**src/hw/rtl/vfce_pkg.sv**
```systemverilog
// Shared types, constants and lookup tables for the voxel face-cull emitter.
// Used by the sequencer, the datapath, the top level and the port checker.
`default_nettype none

package vfce_pkg;

    // Chunk geometry and field widths.
    localparam int EDGE  = 16;
    localparam int VW    = 4;
    localparam int DEPTH = EDGE * EDGE * EDGE;
    localparam int AW    = $clog2(DEPTH);
    localparam int BW    = 8;
    localparam int CFGW  = 16;
    localparam int WW    = 20;
    localparam int PCW   = 4;

    // Item operations.
    localparam logic OP_WRITE = 1'b0;
    localparam logic OP_MESH  = 1'b1;

    // Configuration register indexes.
    localparam logic [1:0] REG_CHUNK_X = 2'd0;
    localparam logic [1:0] REG_CHUNK_Y = 2'd1;
    localparam logic [1:0] REG_CHUNK_Z = 2'd2;

    // Face codes; the neighbor select also uses them, plus a center code.
    localparam logic [2:0] FACE_NX   = 3'd0;
    localparam logic [2:0] FACE_PX   = 3'd1;
    localparam logic [2:0] FACE_NY   = 3'd2;
    localparam logic [2:0] FACE_PY   = 3'd3;
    localparam logic [2:0] FACE_NZ   = 3'd4;
    localparam logic [2:0] FACE_PZ   = 3'd5;
    localparam logic [2:0] NS_CENTER = 3'd6;

    localparam logic [2:0] VERT_LAST = 3'd5;

    // Jump conditions of the control word.
    localparam logic [2:0] JC_NEXT   = 3'd0;
    localparam logic [2:0] JC_JUMP   = 3'd1;
    localparam logic [2:0] JC_ACCEPT = 3'd2;
    localparam logic [2:0] JC_ZERO   = 3'd3;
    localparam logic [2:0] JC_EMPTY  = 3'd4;
    localparam logic [2:0] JC_EMIT   = 3'd5;

    typedef struct packed {
        logic           ready;
        logic [2:0]     nsel;
        logic           cap_en;
        logic [2:0]     cap_bit;
        logic           seek;
        logic           emit;
        logic [2:0]     jc;
        logic [PCW-1:0] target;
    } t_ctl;

    typedef struct packed {
        logic go;
        logic data_zero;
        logic mask_empty;
        logic fire;
        logic vert_last;
    } t_stat;

    localparam logic [2:0] CORNER_TAB [36] = '{
        3'd0, 3'd6, 3'd2, 3'd0, 3'd4, 3'd6,
        3'd1, 3'd3, 3'd7, 3'd1, 3'd7, 3'd5,
        3'd0, 3'd5, 3'd4, 3'd0, 3'd1, 3'd5,
        3'd2, 3'd6, 3'd7, 3'd2, 3'd7, 3'd3,
        3'd0, 3'd2, 3'd3, 3'd0, 3'd3, 3'd1,
        3'd4, 3'd7, 3'd6, 3'd4, 3'd5, 3'd7
    };

    localparam logic [2:0] TEX_TAB [36] = '{
        3'd3, 3'd4, 3'd2, 3'd3, 3'd5, 3'd4,
        3'd5, 3'd4, 3'd2, 3'd5, 3'd2, 3'd3,
        3'd6, 3'd5, 3'd7, 3'd6, 3'd4, 3'd5,
        3'd3, 3'd2, 3'd0, 3'd3, 3'd0, 3'd1,
        3'd5, 3'd4, 3'd2, 3'd5, 3'd2, 3'd3,
        3'd3, 3'd4, 3'd2, 3'd3, 3'd5, 3'd4
    };

    function automatic logic [5:0] tab_idx(input logic [2:0] face, input logic [2:0] vert);
        return 6'(6'(face) * 6'd6 + 6'(vert));
    endfunction

    function automatic logic [2:0] corner_lut(input logic [2:0] face, input logic [2:0] vert);
        logic [5:0] idx;
        idx = tab_idx(face, vert);
        return (idx < 6'd36) ? CORNER_TAB[idx] : 3'd0;
    endfunction

    function automatic logic [2:0] tex_lut(input logic [2:0] face, input logic [2:0] vert);
        logic [5:0] idx;
        idx = tab_idx(face, vert);
        return (idx < 6'd36) ? TEX_TAB[idx] : 3'd0;
    endfunction

    // Linear store address, x major, z minor.
    function automatic logic [AW-1:0] addr_of(input logic [VW-1:0] x, input logic [VW-1:0] y,
                                              input logic [VW-1:0] z);
        return AW'(int'(x) * EDGE * EDGE + int'(y) * EDGE + int'(z));
    endfunction

    // World position, wrapped to the output width.
    function automatic logic [WW-1:0] world_pos(input logic [CFGW-1:0] chunk,
                                                input logic [VW-1:0] v);
        return WW'(WW'($signed(chunk)) * WW'(EDGE) + WW'(v));
    endfunction

endpackage

`default_nettype wire

```
**src/hw/rtl/vfce_useq.sv**
```systemverilog
// Step counter and control store of the emitter's sequencer.
// Depends on vfce_pkg for the control word, status and jump codes.
`default_nettype none

module vfce_useq (
    input  logic           i_clk,
    input  logic           i_rst_n,
    input  vfce_pkg::t_stat i_stat,
    output vfce_pkg::t_ctl  o_ctl
);

    localparam logic [vfce_pkg::PCW-1:0] S_IDLE = 4'd0;
    localparam logic [vfce_pkg::PCW-1:0] S_RDC  = 4'd1;
    localparam logic [vfce_pkg::PCW-1:0] S_RNX  = 4'd2;
    localparam logic [vfce_pkg::PCW-1:0] S_RPX  = 4'd3;
    localparam logic [vfce_pkg::PCW-1:0] S_RNY  = 4'd4;
    localparam logic [vfce_pkg::PCW-1:0] S_RPY  = 4'd5;
    localparam logic [vfce_pkg::PCW-1:0] S_RNZ  = 4'd6;
    localparam logic [vfce_pkg::PCW-1:0] S_RPZ  = 4'd7;
    localparam logic [vfce_pkg::PCW-1:0] S_CPZ  = 4'd8;
    localparam logic [vfce_pkg::PCW-1:0] S_SEEK = 4'd9;
    localparam logic [vfce_pkg::PCW-1:0] S_EMIT = 4'd10;

    logic [vfce_pkg::PCW-1:0] r_pc;
    logic [vfce_pkg::PCW-1:0] n_pc;
    logic [vfce_pkg::PCW-1:0] pc_inc;
    vfce_pkg::t_ctl           ctl;

    // Control store. Each neighbor's data is captured into the visibility mask by the step
    // that issues the next neighbor read, or by S_CPZ for the last neighbor.
    function automatic vfce_pkg::t_ctl rom(input logic [vfce_pkg::PCW-1:0] pc);
        vfce_pkg::t_ctl w;
        w      = '0;
        w.nsel = vfce_pkg::NS_CENTER;
        w.jc   = vfce_pkg::JC_NEXT;
        unique case (pc)
            S_IDLE: begin
                w.ready = 1'b1;
                w.jc    = vfce_pkg::JC_ACCEPT;
            end
            S_RDC: begin
                w.nsel = vfce_pkg::NS_CENTER;
            end
            S_RNX: begin
                w.nsel   = vfce_pkg::FACE_NX;
                w.jc     = vfce_pkg::JC_ZERO;
                w.target = S_IDLE;
            end
            S_RPX: begin
                w.nsel    = vfce_pkg::FACE_PX;
                w.cap_en  = 1'b1;
                w.cap_bit = vfce_pkg::FACE_NX;
            end
            S_RNY: begin
                w.nsel    = vfce_pkg::FACE_NY;
                w.cap_en  = 1'b1;
                w.cap_bit = vfce_pkg::FACE_PX;
            end
            S_RPY: begin
                w.nsel    = vfce_pkg::FACE_PY;
                w.cap_en  = 1'b1;
                w.cap_bit = vfce_pkg::FACE_NY;
            end
            S_RNZ: begin
                w.nsel    = vfce_pkg::FACE_NZ;
                w.cap_en  = 1'b1;
                w.cap_bit = vfce_pkg::FACE_PY;
            end
            S_RPZ: begin
                w.nsel    = vfce_pkg::FACE_PZ;
                w.cap_en  = 1'b1;
                w.cap_bit = vfce_pkg::FACE_NZ;
            end
            S_CPZ: begin
                w.cap_en  = 1'b1;
                w.cap_bit = vfce_pkg::FACE_PZ;
            end
            S_SEEK: begin
                w.seek   = 1'b1;
                w.jc     = vfce_pkg::JC_EMPTY;
                w.target = S_IDLE;
            end
            S_EMIT: begin
                w.emit   = 1'b1;
                w.jc     = vfce_pkg::JC_EMIT;
                w.target = S_SEEK;
            end
            default: begin
                w.jc     = vfce_pkg::JC_JUMP;
                w.target = S_IDLE;
            end
        endcase
        return w;
    endfunction

    assign ctl    = rom(r_pc);
    assign pc_inc = r_pc + 1'b1;

    always_comb begin
        unique case (ctl.jc)
            vfce_pkg::JC_NEXT:   n_pc = pc_inc;
            vfce_pkg::JC_JUMP:   n_pc = ctl.target;
            vfce_pkg::JC_ACCEPT: n_pc = i_stat.go ? pc_inc : r_pc;
            vfce_pkg::JC_ZERO:   n_pc = i_stat.data_zero ? ctl.target : pc_inc;
            vfce_pkg::JC_EMPTY:  n_pc = i_stat.mask_empty ? ctl.target : pc_inc;
            vfce_pkg::JC_EMIT:   n_pc = (i_stat.fire && i_stat.vert_last) ? ctl.target : r_pc;
            default:             n_pc = S_IDLE;
        endcase
    end

    always_ff @(posedge i_clk) begin
        if (!i_rst_n) begin
            r_pc <= S_IDLE;
        end else begin
            r_pc <= n_pc;
        end
    end

    assign o_ctl = ctl;

endmodule

`default_nettype wire

```
**config.mk**
```make
export PLATFORM = sky130hd
export DESIGN_NAME = vfce_useq
export DESIGN_NICKNAME = d
export VERILOG_FILES = /design/src/hw/rtl/vfce_pkg.sv /design/src/hw/rtl/vfce_useq.sv
export SDC_FILE = /design/constraint.sdc
export NUM_CORES = 1
export LEC_CHECK = 0
export ABC_AREA = 1
export BUFFER_PORTS_ARGS = -buffer_cell sky130_fd_sc_hd__buf_2
export CELL_PAD_IN_SITES_DETAIL_PLACEMENT = 0
export CELL_PAD_IN_SITES_GLOBAL_PLACEMENT = 2
export CORE_UTILIZATION = 25
export DETAILED_ROUTE_END_ITERATION = 10
export GPL_TIMING_DRIVEN = 0
export PLACE_DENSITY = 0.86
export SYNTH_ARGS = -nofsm -noshare
export SYNTH_HDL_FRONTEND = slang
export SYNTH_SLANG_ARGS = --single-unit
```
**constraint.sdc**
```tcl
create_clock -name i_clk -period 3.11 [get_ports i_clk]
set_clock_uncertainty 0.15 [all_clocks]
set_input_delay 0 -clock i_clk [delete_from_list [all_inputs] [get_ports i_clk]]
set_output_delay 0 -clock i_clk [all_outputs]
set_load 0.05 [all_outputs]
```
== Word level (Yosys, flattened, before mapping) ==
Index checks and enable logic that the tools add are counted.

* Flip-flop bits (word level): 4
* Output and inout port bits: 17
* Word-level logic and storage cells: 36

* $add $sub $neg: 1
* Equal/unequal tests: 17
* Muxes and demuxes: 12
* Reduce and logical (&&, ||, !) cells: 5

{| class="wikitable"
|+ Operators with widths
! cell !! count
|-
| case mux 4 bit (6 select lines) || 2
|-
| two-way mux 4 bit || 5
|-
| case mux 3 bit (6 select lines) || 1
|-
| == test 4 x 3 -> 1 bit, second input constant || 4
|-
| case mux 3 bit (5 select lines) || 1
|-
| == test 4 bit, second input constant || 3
|-
| == test 4 x 2 -> 1 bit, second input constant || 2
|-
| OR reduction 7 bit || 1
|-
| == test 3 x 2 -> 1 bit, second input constant || 2
|-
| == test 3 bit, second input constant || 2
|-
| adder 4 x 1 -> 4 bit, second input constant || 1
|-
| == test 4 x 1 -> 1 bit, second input constant || 1
|-
| logical NOT 4 bit || 1
|-
| inequality test 2 bit, second input constant || 2
|-
| == test 3 x 1 -> 1 bit, second input constant || 1
|-
| logical NOT 3 bit || 1
|-
| two-way mux 1 bit || 3
|-
| AND reduction 2 bit || 1
|-
| logical AND 1 bit || 1
|}

== Depth between registers and ports, before layout ==
* Depth after elaboration: 6
* Mapped depth: 10
* Depth with buffers taken out: 10

== Least setup slack after synthesis ==
Ideal clock, no wire load.

* Path kind: reg-to-output
* From: register r_pc[0] in the netlist's numbering
* To: output o_ctl[4] in the netlist's numbering
* Setup slack: 1,137 ps
* Data arrival time: 1,823 ps
* Stages on the path, launching flop included: 8
* Required time: 2,960 ps
* Cells stage by stage: dfxtp_1 -> inv_1 -> ha_1 -> nand3_1 -> nand2_1 -> nor2_4 -> nand3_4 -> nand2_1

{| class="wikitable"
|+ RTL lines
! item !! line !! RTL
|-
| start, declared || vfce_useq.sv:24 || <nowiki>logic [vfce_pkg::PCW-1:0] r_pc;</nowiki>
|-
| start signal, assigned || vfce_useq.sv:115 || <nowiki>r_pc <= n_pc;</nowiki>
|-
| end, declared || vfce_useq.sv:9 || <nowiki>output vfce_pkg::t_ctl o_ctl</nowiki>
|}

==> flow_metrics.py <==
metrics = {
    "run_status": {
        "status": "completed",
    },
    "timing": {
        "drv_slew": 0,
        "setup_viol": 0,
        "fmax_mhz": 472,
        "final.setup.tns_ns": 0,
        "fin_crit_sh_pct": 68.1,
        "finalHoldViolCount": 0,
        "finalCriticalPeriod_ns": 2.12,
        "rsz0062_at_grt": "no",
    },
    "synth": {
        "synth_warnings": 0,
        "ys_types": 25,
        "ys_seq_area_share_pct": 13.7,
        "async_flop_share_pct": 0,
        "ys_ff_latch": 4,
        "synthCells": 87,
        "synth_largest_area_cell": "dfxtp_1",
        "synthFlopType": "dfxtp_1",
        "yosys.area.top_type_share_pct": 13.7,
        "syn_area_um2": 583,
        "avgSynthCellArea_um2": 6.70,
        "yosys-top-cells-area": "dfxtp_1, nand3_1, nand2_1",
        "synth-edff-count": 0,
    },
    "clock_network": {
        "clockBufferDepth": 2,
        "tritoncts": "built",
        "postCtsResizedCells": 0,
        "path_clk_slew_ns": 0.04,
        "clock-sinks": 4,
        "numCtsBuffers": 3,
        "clock-root-buffer": "clkbuf_4",
        "cts-htree-levels": 1,
        "insertion_delay_ns": 0.23,
    },
    "pwr": {
        "p_int_uw": 243,
        "powerDensity_nw_per_um2": 819,
        "power_frac_comb_pct": 77.6,
        "vdd_drop_max_mv": 0.344,
        "switching_share_pct": 61.4,
        "leakage_uw": 0.000429,
        "share_clk_of_total_power_pct": 10.1,
        "p_seq_share_pct": 12.3,
        "switchingPower_uw": 387,
    },
    "global_routing": {
        "grt_pass1_vias": 545,
        "grt_pass1_wl_um": 2180,
        "grt_max_degree": 10,
        "grtUsageTotal_pct": 11.1,
        "antenna_found_initial": 0,
        "overflow": 0,
    },
    "setup_path": {
        "start_kind": "flop",
        "worstRegToRegCells": 10,
        "crit_start": "r_pc[0]$_SDFFE_PN0P_",
        "r2r-start": "r_pc[0]$_SDFFE_PN0P_",
        "cp.required_ns": 2.96,
        "r2r_slack_ns": 1.15,
        "cp_max_fo": 8,
        "worstSetupPathType": "flop to output pin",
        "worst_setup_path_end_kind": "output pin",
        "worst_ep_arrival_time_ns": 1.97,
        "rr_endpoint": "r_pc[0]$_SDFFE_PN0P_",
    },
    "finish": {
        "n_fill_cell": 267,
        "final_nets": 127,
        "top_regs": "r_pc (4)",
        "antenna_cells": 0,
        "syn_to_final_growth_pct": 32.0,
        "drive_gt1_share_pct": 43.9,
        "multi_input_area_um2": 403,
        "seqCellArea_um2": 80.1,
        "regMostFlops": "r_pc",
        "largest_reg_flops": 4,
        "final_common_cell": "buf_2",
        "fin_area_um2": 769,
        "final_cell_mix": "buf_2, nand2_1, nand3_1, inv_1",
    },
    "routing": {
        "drt-total-wl_um": 1260,
        "dr.pass1.iters": 4,
        "drt-initial-drc-count": 7,
        "antenna_left": 0,
        "drt-vias-per-instance": 4.30,
        "wl_per_cell_um": 8.90,
        "vias": 611,
        "drc": 0,
    },
    "placement": {
        "numPortBuffers": 21,
        "place_area_um2": 727,
        "place_congestion": 0.799,
        "hpwl_um": 1090,
    },
    "min_path": {
        "min_path_cells": 4,
        "hold_path_class": "input port to flop",
        "min_to": "r_pc[0]$_SDFFE_PN0P_",
        "min_from": "i_stat[4]",
    },
    "floorplan": {
        "start_util_pct": 26.4,
        "rows": 17,
        "core_um2": 2210,
        "dieArea_um2": 2530,
        "fp.dieH_um": 50.3,
        "die_w_um": 50.3,
        "pin_count": 24,
    },
    "job": {
        "maxCapViolations": 0,
    },
}
[Yosys cell counts (2+ instances only)]
cell	count
nand2_1	18
nand3_1	14
inv_1	8
buf_4	4
dfxtp_1	4
ha_1	4
nand3_2	4
a21oi_1	3
clkinv_2	3
nand2_2	3
nor2_4	3
a31oi_1	2
inv_2	2
nand4_1	2
nor2_2	2
o21ai_0	2
[worst max-delay path, cell delays in order (launching register included)]
cell	delay, ns
dfxtp_1	0.43
inv_1	0.14
ha_1	0.28
nand3_2	0.14
clkinv_2	0.15
nor2_2	0.18
nand3_4	0.10
nand2_1	0.07
buf_2	0.26
[stage by stage]
stage	power, µW	util, %	hold WS (ns)	setup slack, ns	cells
finish	630	34.8	0.0533	0.993	142
detailed placement	568	32.9	0.160	1.13	137
global placement	569	32.9	0.142	1.13	137
global route	679	34.8	0.0888	0.823	142
floorplan	475	-	0.0209	1.14	88
CTS	641	34.8	0.0520	0.942	142
[worst max-delay path by stage]
stage          slack (ns)  depth (start not counted)                    to
6_report             0.99                          8              o_ctl[4]
5_1_grt              0.82                          8              o_ctl[4]
4_1_cts              0.94                          8              o_ctl[4]
3_5_place_dp         1.13                         10  r_pc[0]$_SDFFE_PN0P_
3_3_place_gp         1.13                         10  r_pc[0]$_SDFFE_PN0P_
2_1_floorplan        1.14                          7              o_ctl[4]
[per-layer routing]
layer / wire, µm / GRT usage, % / up-vias
li1: - / - / 334
met1: 626 / 14.1 / 267
met2: 612 / 18.0 / 10
met3: 25 / 1.82 / 0
met4: 0 / 5.56 / 0
met5: 0 / 0 / -
[power by group through the flow]
stage / clock network (µW) / registers (µW) / logic, µW
3_5_place_dp: 0 / 79.0 / 489
2_1_floorplan: 0 / 74.7 / 401
4_1_cts: 68.1 / 78.2 / 494
3_3_place_gp: 0 / 78.2 / 491
5_1_grt: 69.7 / 80.0 / 529
6_report: 63.7 / 77.7 / 489
[area by class of cell]
type                       count  area share [%]
sequential                     4            10.4
buffer                         5            5.37
tap                           28            4.55
clock buffer                   3            2.93
multi-input combinational     64            52.4
timing repair buffer          23            16.3
inverter                      15            8.13
[cell families after synthesis]
kind of cell               count (synthesis)  synth area share, %
AOI/OAI and AO/OA                          8                 9.01
xor gates and xnor gates                   1                 1.50
buffers and inverters                     20                 17.8
other                                      1                0.643
and+or+nand+nor                           49                 48.7
DFF                                        4                 13.7
adders and majority gates                  4                 8.58
[timing repair]
item                                    in CTS  in global routing
hold buffers                                 2                  0
hold endpoints to repair                     4                  0
buffers inserted                             0                  0
endpoints found under the setup margin       0                  0
No activity file was read; power rests on OpenSTA's default activity.
