`src/hw/rtl/vfce_pkg.sv`:
```
// Shared types, constants and lookup tables for the voxel face-cull emitter.
// Used by the sequencer, the datapath, the top level and the port checker.
`default_nettype none

package vfce_pkg;

    // Chunk geometry and field widths.
    localparam int EDGE  = 16;
    localparam int VW    = 4;
    localparam int DEPTH = EDGE * EDGE * EDGE;
    localparam int AW    = $clog2(DEPTH);
    localparam int BW    = 8;
    localparam int CFGW  = 16;
    localparam int WW    = 20;
    localparam int PCW   = 4;

    // Item operations.
    localparam logic OP_WRITE = 1'b0;
    localparam logic OP_MESH  = 1'b1;

    // Configuration register indexes.
    localparam logic [1:0] REG_CHUNK_X = 2'd0;
    localparam logic [1:0] REG_CHUNK_Y = 2'd1;
    localparam logic [1:0] REG_CHUNK_Z = 2'd2;

    // Face codes; the neighbor select also uses them, plus a center code.
    localparam logic [2:0] FACE_NX   = 3'd0;
    localparam logic [2:0] FACE_PX   = 3'd1;
    localparam logic [2:0] FACE_NY   = 3'd2;
    localparam logic [2:0] FACE_PY   = 3'd3;
    localparam logic [2:0] FACE_NZ   = 3'd4;
    localparam logic [2:0] FACE_PZ   = 3'd5;
    localparam logic [2:0] NS_CENTER = 3'd6;

    localparam logic [2:0] VERT_LAST = 3'd5;

    // Jump conditions of the control word.
    localparam logic [2:0] JC_NEXT   = 3'd0;
    localparam logic [2:0] JC_JUMP   = 3'd1;
    localparam logic [2:0] JC_ACCEPT = 3'd2;
    localparam logic [2:0] JC_ZERO   = 3'd3;
    localparam logic [2:0] JC_EMPTY  = 3'd4;
    localparam logic [2:0] JC_EMIT   = 3'd5;

    typedef struct packed {
        logic           ready;
        logic [2:0]     nsel;
        logic           cap_en;
        logic [2:0]     cap_bit;
        logic           seek;
        logic           emit;
        logic [2:0]     jc;
        logic [PCW-1:0] target;
    } t_ctl;

    typedef struct packed {
        logic go;
        logic data_zero;
        logic mask_empty;
        logic fire;
        logic vert_last;
    } t_stat;

    localparam logic [2:0] CORNER_TAB [36] = '{
        3'd0, 3'd6, 3'd2, 3'd0, 3'd4, 3'd6,
        3'd1, 3'd3, 3'd7, 3'd1, 3'd7, 3'd5,
        3'd0, 3'd5, 3'd4, 3'd0, 3'd1, 3'd5,
        3'd2, 3'd6, 3'd7, 3'd2, 3'd7, 3'd3,
        3'd0, 3'd2, 3'd3, 3'd0, 3'd3, 3'd1,
        3'd4, 3'd7, 3'd6, 3'd4, 3'd5, 3'd7
    };

    localparam logic [2:0] TEX_TAB [36] = '{
        3'd3, 3'd4, 3'd2, 3'd3, 3'd5, 3'd4,
        3'd5, 3'd4, 3'd2, 3'd5, 3'd2, 3'd3,
        3'd6, 3'd5, 3'd7, 3'd6, 3'd4, 3'd5,
        3'd3, 3'd2, 3'd0, 3'd3, 3'd0, 3'd1,
        3'd5, 3'd4, 3'd2, 3'd5, 3'd2, 3'd3,
        3'd3, 3'd4, 3'd2, 3'd3, 3'd5, 3'd4
    };

    function automatic logic [5:0] tab_idx(input logic [2:0] face, input logic [2:0] vert);
        return 6'(6'(face) * 6'd6 + 6'(vert));
    endfunction

    function automatic logic [2:0] corner_lut(input logic [2:0] face, input logic [2:0] vert);
        logic [5:0] idx;
        idx = tab_idx(face, vert);
        return (idx < 6'd36) ? CORNER_TAB[idx] : 3'd0;
    endfunction

    function automatic logic [2:0] tex_lut(input logic [2:0] face, input logic [2:0] vert);
        logic [5:0] idx;
        idx = tab_idx(face, vert);
        return (idx < 6'd36) ? TEX_TAB[idx] : 3'd0;
    endfunction

    // Linear store address, x major, z minor.
    function automatic logic [AW-1:0] addr_of(input logic [VW-1:0] x, input logic [VW-1:0] y,
                                              input logic [VW-1:0] z);
        return AW'(int'(x) * EDGE * EDGE + int'(y) * EDGE + int'(z));
    endfunction

    // World position, wrapped to the output width.
    function automatic logic [WW-1:0] world_pos(input logic [CFGW-1:0] chunk,
                                                input logic [VW-1:0] v);
        return WW'(WW'($signed(chunk)) * WW'(EDGE) + WW'(v));
    endfunction

endpackage

`default_nettype wire

```
`src/hw/rtl/vfce_dp.sv`:
```
// Datapath of the emitter: item latch, chunk registers, neighbor addressing,
// visibility mask, vertex counters and the output register.
// Depends on vfce_pkg; drives the voxel store RAM.
`default_nettype none

module vfce_dp (
    input  logic                          i_clk,
    input  logic                          i_rst_n,
    input  vfce_pkg::t_ctl                i_ctl,
    output vfce_pkg::t_stat               o_stat,
    input  logic                          i_valid,
    output logic                          o_ready,
    input  logic                          i_op,
    input  logic [vfce_pkg::VW-1:0]       i_vx,
    input  logic [vfce_pkg::VW-1:0]       i_vy,
    input  logic [vfce_pkg::VW-1:0]       i_vz,
    input  logic [vfce_pkg::BW-1:0]       i_block_id,
    input  logic                          i_cfg_we,
    input  logic [1:0]                    i_cfg_idx,
    input  logic [vfce_pkg::CFGW-1:0]     i_cfg_data,
    output logic                          o_ram_we,
    output logic [vfce_pkg::AW-1:0]       o_ram_waddr,
    output logic [vfce_pkg::BW-1:0]       o_ram_wdata,
    output logic [vfce_pkg::AW-1:0]       o_ram_raddr,
    input  logic [vfce_pkg::BW-1:0]       i_ram_rdata,
    output logic                          o_valid,
    input  logic                          i_ready,
    output logic [vfce_pkg::WW-1:0]       o_world_x,
    output logic [vfce_pkg::WW-1:0]       o_world_y,
    output logic [vfce_pkg::WW-1:0]       o_world_z,
    output logic [2:0]                    o_corner,
    output logic [2:0]                    o_tex_slot,
    output logic [2:0]                    o_face,
    output logic                          o_last
);

    logic [vfce_pkg::CFGW-1:0] r_chunk_x, r_chunk_y, r_chunk_z;
    logic [vfce_pkg::VW-1:0]   r_x, r_y, r_z;
    logic [vfce_pkg::VW-1:0]   nb_x, nb_y, nb_z;
    logic                      r_oob, n_oob;
    logic [5:0]                r_mask;
    logic [2:0]                r_face, r_vert;
    logic [2:0]                first_face;
    logic                      accepted, in_range, visible, fire, vert_last, others_empty;
    logic [5:0]                face_bit;

    logic                      r_ovalid;
    logic [vfce_pkg::WW-1:0]   r_owx, r_owy, r_owz;
    logic [2:0]                r_ocorner, r_otex, r_oface;
    logic                      r_olast;

    assign o_ready  = i_ctl.ready;
    assign accepted = i_valid && i_ctl.ready;
    assign in_range = ({1'b0, i_vx} < (vfce_pkg::VW + 1)'(vfce_pkg::EDGE))
                   && ({1'b0, i_vy} < (vfce_pkg::VW + 1)'(vfce_pkg::EDGE))
                   && ({1'b0, i_vz} < (vfce_pkg::VW + 1)'(vfce_pkg::EDGE));

    // Store writes happen right at the request handshake.
    assign o_ram_we    = accepted && (i_op == vfce_pkg::OP_WRITE) && in_range;
    assign o_ram_waddr = vfce_pkg::addr_of(i_vx, i_vy, i_vz);
    assign o_ram_wdata = i_block_id;

    always_ff @(posedge i_clk) begin
        if (!i_rst_n) begin
            r_chunk_x <= '0;
            r_chunk_y <= '0;
            r_chunk_z <= '0;
        end else if (i_cfg_we) begin
            unique case (i_cfg_idx)
                vfce_pkg::REG_CHUNK_X: r_chunk_x <= i_cfg_data;
                vfce_pkg::REG_CHUNK_Y: r_chunk_y <= i_cfg_data;
                vfce_pkg::REG_CHUNK_Z: r_chunk_z <= i_cfg_data;
                default: ;
            endcase
        end
    end

    always_ff @(posedge i_clk) begin
        if (accepted) begin
            r_x <= i_vx;
            r_y <= i_vy;
            r_z <= i_vz;
        end
    end

    // Neighbor address and whether it falls outside the chunk. A wrapped
    // address is still read, but its data is ignored.
    always_comb begin
        nb_x  = r_x;
        nb_y  = r_y;
        nb_z  = r_z;
        n_oob = 1'b0;
        unique case (i_ctl.nsel)
            vfce_pkg::FACE_NX: begin
                nb_x  = r_x - 1'b1;
                n_oob = (r_x == '0);
            end
            vfce_pkg::FACE_PX: begin
                nb_x  = r_x + 1'b1;
                n_oob = (r_x == vfce_pkg::VW'(vfce_pkg::EDGE - 1));
            end
            vfce_pkg::FACE_NY: begin
                nb_y  = r_y - 1'b1;
                n_oob = (r_y == '0);
            end
            vfce_pkg::FACE_PY: begin
                nb_y  = r_y + 1'b1;
                n_oob = (r_y == vfce_pkg::VW'(vfce_pkg::EDGE - 1));
            end
            vfce_pkg::FACE_NZ: begin
                nb_z  = r_z - 1'b1;
                n_oob = (r_z == '0);
            end
            vfce_pkg::FACE_PZ: begin
                nb_z  = r_z + 1'b1;
                n_oob = (r_z == vfce_pkg::VW'(vfce_pkg::EDGE - 1));
            end
            default: ;
        endcase
    end

    assign o_ram_raddr = vfce_pkg::addr_of(nb_x, nb_y, nb_z);
    assign visible     = r_oob || (i_ram_rdata == '0);

    always_comb begin
        first_face = vfce_pkg::FACE_NX;
        for (int i = 5; i >= 0; i--) begin
            if (r_mask[i]) begin
                first_face = 3'(i);
            end
        end
    end

    assign face_bit     = 6'(6'd1 << r_face);
    assign others_empty = ((r_mask & ~face_bit) == '0);
    assign vert_last    = (r_vert == vfce_pkg::VERT_LAST);
    assign fire         = i_ctl.emit && (!r_ovalid || i_ready);

    always_ff @(posedge i_clk) begin
        r_oob <= n_oob;
        if (i_ctl.seek) begin
            r_face <= first_face;
            r_vert <= '0;
        end else if (fire) begin
            r_vert <= r_vert + 1'b1;
        end
    end

    always_ff @(posedge i_clk) begin
        if (!i_rst_n) begin
            r_mask <= '0;
        end else if (i_ctl.cap_en) begin
            r_mask[i_ctl.cap_bit] <= visible;
        end else if (fire && vert_last) begin
            r_mask[r_face] <= 1'b0;
        end
    end

    always_ff @(posedge i_clk) begin
        if (!i_rst_n) begin
            r_ovalid <= 1'b0;
        end else if (fire) begin
            r_ovalid <= 1'b1;
        end else if (i_ready) begin
            r_ovalid <= 1'b0;
        end
    end

    always_ff @(posedge i_clk) begin
        if (fire) begin
            r_owx     <= vfce_pkg::world_pos(r_chunk_x, r_x);
            r_owy     <= vfce_pkg::world_pos(r_chunk_y, r_y);
            r_owz     <= vfce_pkg::world_pos(r_chunk_z, r_z);
            r_ocorner <= vfce_pkg::corner_lut(r_face, r_vert);
            r_otex    <= vfce_pkg::tex_lut(r_face, r_vert);
            r_oface   <= r_face;
            r_olast   <= vert_last && others_empty;
        end
    end

    assign o_stat.go         = accepted && (i_op == vfce_pkg::OP_MESH) && in_range;
    assign o_stat.data_zero  = (i_ram_rdata == '0);
    assign o_stat.mask_empty = (r_mask == '0);
    assign o_stat.fire       = fire;
    assign o_stat.vert_last  = vert_last;

    assign o_valid    = r_ovalid;
    assign o_world_x  = r_owx;
    assign o_world_y  = r_owy;
    assign o_world_z  = r_owz;
    assign o_corner   = r_ocorner;
    assign o_tex_slot = r_otex;
    assign o_face     = r_oface;
    assign o_last     = r_olast;

endmodule

`default_nettype wire

```
`config.mk`:
```
export PLATFORM = sky130hd
export DESIGN_NAME = vfce_dp
export DESIGN_NICKNAME = d
export VERILOG_FILES = /design/src/hw/rtl/vfce_pkg.sv /design/src/hw/rtl/vfce_dp.sv
export SDC_FILE = /design/constraint.sdc
export NUM_CORES = 1
export LEC_CHECK = 0
export ABC_CLOCK_PERIOD_IN_PS = 3500
export BUFFER_PORTS_ARGS = -buffer_cell sky130_fd_sc_hd__buf_4
export CORE_AREA = 2 2 150 152
export DETAILED_ROUTE_END_ITERATION = 10
export DIE_AREA = 0 0 152 154
export PLACE_DENSITY = 0.59
export SLEW_MARGIN = 20
export SYNTH_ARGS = -nofsm -noshare
export SYNTH_HDL_FRONTEND = slang
export SYNTH_SLANG_ARGS = --single-unit
```
`constraint.sdc`:
```
create_clock -name i_clk -period 3.5 [get_ports i_clk]
set_input_delay 0.175 -clock i_clk [delete_from_list [all_inputs] [get_ports i_clk]]
set_output_delay 0.175 -clock i_clk [all_outputs]
set_load 0.05 [all_outputs]
```
After elaboration in Yosys (flattened, before gate mapping)
Memory sizes are Yosys's and may differ from the RTL's. A register that Yosys moved wholly into a read port is not among the register bits.
Index checks and enable logic that the tools add are counted.
{"block": "word_totals", "out_inout_bits": 110, "regBits": 138, "in_bits": 69, "romBits": 384, "n_memories": 2}
{"name": "(name not given)", "words": 64, "word_bits": 3, "rd": 1, "rd_ports_with_merged_regs": 1, "write_ports": 0, "line_no": "vfce_pkg.sv:95", "rtl": "return (idx < 6'd36) ? TEX_TAB[idx] : 3'd0;"}
{"name": "(name not given)", "words": 64, "word_bits": 3, "rd": 1, "rd_ports_with_merged_regs": 1, "write_ports": 0, "line_no": "vfce_pkg.sv:89", "rtl": "return (idx < 6'd36) ? CORNER_TAB[idx] : 3'd0;"}
{"block": "op_classes", "n_mux": 18, "bitwise_logic": 6, "n_lt_le_gt_ge": 5, "shift": 1, "n_eq_ne": 11, "add_sub_neg": 15, "n_reduce_logical": 28, "multipliers": 1}
{"cell": "20-bit by 4-bit adder with 20-bit output", "n": 3}
{"cell": "12-bit by 4-bit adder with 12-bit output", "n": 2}
{"cell": "12-bit by 8-bit adder with 12-bit output", "n": 2}
{"cell": "4-bit one-hot mux with 2 select lines", "n": 3}
{"cell": "4-bit by 1-bit adder with 4-bit output (second input constant)", "n": 3}
{"cell": "6-bit AND", "n": 2}
{"cell": "4-bit equality test (second input constant)", "n": 3}
{"cell": "4-bit zero test", "n": 3}
{"cell": "6-bit zero test", "n": 2}
{"cell": "6-bit two-way mux", "n": 2}
{"cell": "6-bit inverter", "n": 2}
{"cell": "4-bit by 1-bit subtractor with 4-bit output (second input constant)", "n": 3}
{"cell": "3-bit equality test (second input constant)", "n": 3}
{"cell": "1-bit logical AND", "n": 8}
{"cell": "8-bit zero test", "n": 1}
{"cell": "3-bit by 4-bit less-than comparator with 1-bit output (second input constant)", "n": 2}
{"cell": "6-bit inverter with 7-bit output", "n": 1}
{"cell": "6-bit by 3-bit adder with 6-bit output", "n": 1}
{"cell": "6-bit bitwise mux", "n": 1}
{"cell": "1-bit demux with 3-bit select", "n": 2}
{"cell": "3-bit by 2-bit equality test with 1-bit output (second input constant)", "n": 2}
{"cell": "3-bit by 1-bit greater-or-equal comparator with 1-bit output (second input constant)", "n": 2}
{"cell": "6-bit less-than comparator (second input constant)", "n": 1}
{"cell": "3-bit two-way mux", "n": 2}
{"cell": "other kinds (18)", "n": 29}

Logic depth before layout (Yosys ltp)
{"block": "logic_depth", "ltp_word": 8, "depth_mapped": 10, "ltp_nobuf": 9}

Least setup slack after synthesis
No wires, ideal clock.
{"block": "synth_timing", "path_type": "reg-to-output", "start": "register r_ovalid, in the netlist o_valid", "end": "output o_stat[1] (netlist name)", "required_time_ns": 3.325, "arrival_ns": 3.310, "setup_slack_ns": 0.015, "stages_incl_launch_ff": 5, "path_cell_list": "dfxtp_1 -> nand2b_1 -> and2_1 -> clkbuf_1 -> buf_4"}
{"block": "synth_via", "elab_chain_cells": 3}
{"item": "start, declared", "line_no": "vfce_dp.sv:47", "rtl": "logic r_ovalid;"}
{"item": "start signal, assigned", "line_no": "vfce_dp.sv:161", "rtl": "r_ovalid <= 1'b0;"}
{"item": "start signal, assigned", "line_no": "vfce_dp.sv:163", "rtl": "r_ovalid <= 1'b1;"}
{"item": "start signal, assigned", "line_no": "vfce_dp.sv:165", "rtl": "r_ovalid <= 1'b0;"}
{"item": "1-bit zero test", "line_no": "vfce_dp.sv:137", "rtl": "assign fire = i_ctl.emit && (!r_ovalid || i_ready);"}
{"item": "1-bit logical OR", "line_no": "vfce_dp.sv:137"}
{"item": "1-bit logical AND", "line_no": "vfce_dp.sv:137"}
{"item": "end, declared", "line_no": "vfce_dp.sv:10", "rtl": "output vfce_pkg::t_stat o_stat,"}
Every way passes these cells.

Worst setup path after layout
{"block": "layout_timing", "start": "register r_face[1]", "end": "register r_ocorner[2], in the netlist o_corner[2] (data pin)"}
{"block": "layout_via", "elab_chain_cells": 4}
{"item": "start, declared", "line_no": "vfce_dp.sv:42", "rtl": "logic [2:0] r_face, r_vert;"}
{"item": "start signal, assigned", "line_no": "vfce_dp.sv:142", "rtl": "r_face <= first_face;"}
{"item": "3-bit by 2-bit multiplier with 5-bit output (*)", "line_no": "vfce_pkg.sv:83", "rtl": "return 6'(6'(face) * 6'd6 + 6'(vert));"}
{"item": "6-bit by 3-bit adder with 6-bit output (*)", "line_no": "vfce_pkg.sv:83"}
{"item": "6-bit less-than comparator", "line_no": "vfce_pkg.sv:89"}
{"item": "1-bit zero test (no line)"}
{"item": "end, declared", "line_no": "vfce_dp.sv:49", "rtl": "logic [2:0] r_ocorner, r_otex, r_oface;"}
Every way passes the cells marked *; elsewhere a longest branch is shown, timed or not.
A chain may end at the register's enable or synchronous reset.

==> impl_metrics.env <==
export IMPL_dieArea_mm2=0.0234
export IMPL_hold_slack_ps=26.3
export IMPL_cts_tree="yes"
export IMPL_ant_nets=0
export IMPL_port_buffers=155
export IMPL_critPathMaxStageDelay_ps=610
export IMPL_overflow=0
export IMPL_status="finished, final reports clean"
export IMPL_hold_viol=0
export IMPL_grtUsageTotal=0.125
export IMPL_cts_setup_buffers=0
export IMPL_rows=54
export IMPL_syn2layout_area_growth_pct=31.5
export IMPL_hold_start="i_cfg_data[0]"
export IMPL_rsz0062_at_grt="no"
export IMPL_placed_cell_area_mm2=0.00773
export IMPL_syn_nets=667
export IMPL_die_h_um=154
export IMPL_grt_pass1_vias=4423
export IMPL_vias_per_cell=4.55
export IMPL_path_max_fanout=12
export IMPL_min_delay_worst_endpoint="r_chunk_x[0]$_SDFFE_PN0P_"
export IMPL_ff_latch_area_mm2=0.00373
export IMPL_fin_crit_sh=0.896
export IMPL_n_fill_cell=2112
export IMPL_start_util=0.296
export IMPL_via_count=4586
export IMPL_busiest_layer="met2"
export IMPL_synth_cells=566
export IMPL_max_clock_path_buffers=2
export IMPL_rr_worst_depth=8
export IMPL_drt_pass1_iterations=5
export IMPL_use_met3=0.0380
export IMPL_r2r_start="r_face[1]$_SDFFCE_PP0P_"
export IMPL_h_tree_depth=4
export IMPL_use_met2=0.211
export IMPL_max_vdd_ir_drop_v=0.000302
export IMPL_power_leakage_nw=3.33
export IMPL_cp_cell_sequence="inv_1 > ha_1 > inv_1 > fa_1 > inv_1 > mux4_1 > mux2_1 > o21ai_1"
export IMPL_startpoint="r_face[1]$_SDFFCE_PP0P_"
export IMPL_min_path_type="in -> reg"
export IMPL_ys_seq_elements=144
export IMPL_path_clk_slew_ps=70
export IMPL_holdBufCountCts=13
export IMPL_total_power_mw=4.58
export IMPL_drive_gt1_frac=0.277
export IMPL_critPathTopFamily="multiplexers"
export IMPL_finalNonFillerCells=1009
export IMPL_hpwl_um=10400
export IMPL_core_area_mm2=0.0217
export IMPL_place_gp_congestion=0.813
export IMPL_die_w_um=152
export IMPL_fin_tns_setup_ps=0
export IMPL_finalClockSkew_ps=14.4
export IMPL_drcViolationCount=0
export IMPL_clkSinkCount=144
export IMPL_multi_input_area_mm2=0.00237
export IMPL_worstSetupPathType="reg -> reg"
export IMPL_period_minus_slack_ps=3140
export IMPL_root_buffer="clkbuf_16"
export IMPL_start_kind="register"
export IMPL_crit_slowest_cell="mux4_1"
export IMPL_antenna_found_initial=2
export IMPL_worst_pin_slew_ps=813
export IMPL_ios=179
export IMPL_nets=816
export IMPL_timing_rr_end="o_corner[2]$_SDFFCE_PP0P_"
export IMPL_crit_buf_inv=3
export IMPL_ys_flop_type="edfxtp_1"
export IMPL_synth_edf_count=85
export IMPL_grt_pass1_wl_um=23100
export IMPL_place_inst=963
export IMPL_max_cap_violations=0
export IMPL_end_kind="register"
export IMPL_drt_wl_total_um=14700
export IMPL_power_density_mw_per_mm2=542
export IMPL_relSlewSlack=0.456
export IMPL_syn_avg_cell_area_um2=11.4
export IMPL_clk_latency_ps=420
export IMPL_synthDistinctLibCells=57
export IMPL_final_cell_area_mm2=0.00845
export IMPL_cp_arrival_ps=3410
export IMPL_use_met1=0.148
export IMPL_drt_iter0_drc=222
export IMPL_cts_buffers_inserted=17
export IMPL_setup_viol=0
export IMPL_ys_warn_count=0
export IMPL_drv_slew=0
export IMPL_r2r_slack_ps=360
export IMPL_min_path_cells=3
export IMPL_fmaxAchievable_mhz=319
export IMPL_synth_async_reset_ratio=0
export IMPL_critPathRequiredTime_ps=3770
export IMPL_wire_per_inst_um=14.6
export IMPL_netlist_area_mm2=0.00643
export IMPL_grt_max_degree=56
export IMPL_path_common_cell="inv_1"
export IMPL_cts_resized_gates=0
export IMPL_yosysSeqAreaShare=0.581
-- cell type report --
cell class / count / share of cell area
multi-input cells: 358 / 0.280
clock buffers: 17 / 0.0503
clock inverters: 15 / 0.0194
well taps: 280 / 0.0415
flip-flops and latches: 144 / 0.442
inverters: 22 / 0.00977
diodes: 1 / 0.000296
repair buffers: 172 / 0.157
-- state kept, by name, indices dropped and copies added, names as in the netlist, 4 cells and up --
| register | flops |
|---|---|
| r_y | 4 |
| r_chunk_z | 16 |
| o_world_y | 20 |
| r_chunk_x | 16 |
| o_world_z | 20 |
| o_world_x | 20 |
| r_x | 4 |
| r_z | 4 |
| r_mask | 6 |
| r_chunk_y | 16 |
-- synthesized netlist by cell type, drive strengths merged (8+ instances only) --
master | count | area (µm²)
ha | 28 | 350
nand2 | 117 | 439
o211ai | 8 | 60.1
o21ai | 16 | 80.1
a21boi | 53 | 398
edfxtp | 85 | 2550
buf | 24 | 178
and2 | 10 | 62.6
dfxtp | 59 | 1180
nor2 | 20 | 82.6
xnor2 | 12 | 105
clkbuf | 18 | 67.6
a21oi | 13 | 65.1
inv | 22 | 82.6
-- metrics by stage --
step | setup slack, ps | util
4_1_cts | 369 | 0.389
3_5_place_dp | 367 | 0.356
3_3_place_gp | 458 | 0.356
6_report | 362 | 0.390
5_1_grt | 178 | 0.389
2_1_floorplan | 14.8 | -
-- worst max-delay path by stage --
stage	to	cells past startpoint
after floorplan	o_stat[1]	4
after global placement	o_corner[2]$_SDFFCE_PP0P_	8
after detailed placement	o_corner[2]$_SDFFCE_PP0P_	8
after CTS	o_corner[2]$_SDFFCE_PP0P_	8
after global routing	o_corner[2]$_SDFFCE_PP0P_	8
final	o_corner[2]$_SDFFCE_PP0P_	8
-- where the power goes --
part	internal (mW)	switching, mW
registers	1.90	0.0494
clock network	1.01	0.779
logic	0.284	0.554
total	3.20	1.38
-- cell families after synthesis --
family          count (synthesis)  synth area share
flops                         144             0.581
buf+inv                        64            0.0510
compound gates                113             0.123
fa+ha+maj                      33            0.0685
mux                             7            0.0142
xor+xnor                       17            0.0261
simple gates                  188             0.136
-- metal layers --
| metal | part of all wire | vias to the layer above |
|---|---|---|
| met5 | 0.0011 | - |
| met4 | 0.022 | 2 |
| met3 | 0.055 | 25 |
| met2 | 0.50 | 123 |
| met1 | 0.42 | 2163 |
| li1 | - | 2273 |
-- tightest hold or removal path: stages --
cell and delay (ps):
buf_4 120, nand2_1 40, a21boi_0 60
-- placed cells by master (no fill, tap or decap), types with 8 or more instances in the layout --
| master | Yosys | final |
|---|---|---|
| buf_4 | 23 | 159 |
| xnor2_1 | 12 | 12 |
| clkbuf_16 | 0 | 17 |
| o21ai_0 | 15 | 15 |
| inv_1 | 22 | 22 |
| and2_1 | 10 | 9 |
| a21oi_1 | 13 | 13 |
| nor2_1 | 19 | 19 |
| nand2_1 | 117 | 117 |
| dlygate4sd3_1 | 0 | 13 |
| a21boi_0 | 49 | 49 |
| ha_1 | 28 | 28 |
| dfxtp_1 | 59 | 59 |
| edfxtp_1 | 85 | 85 |
| o211ai_1 | 8 | 8 |
No activity file was read; power rests on OpenSTA's default activity.
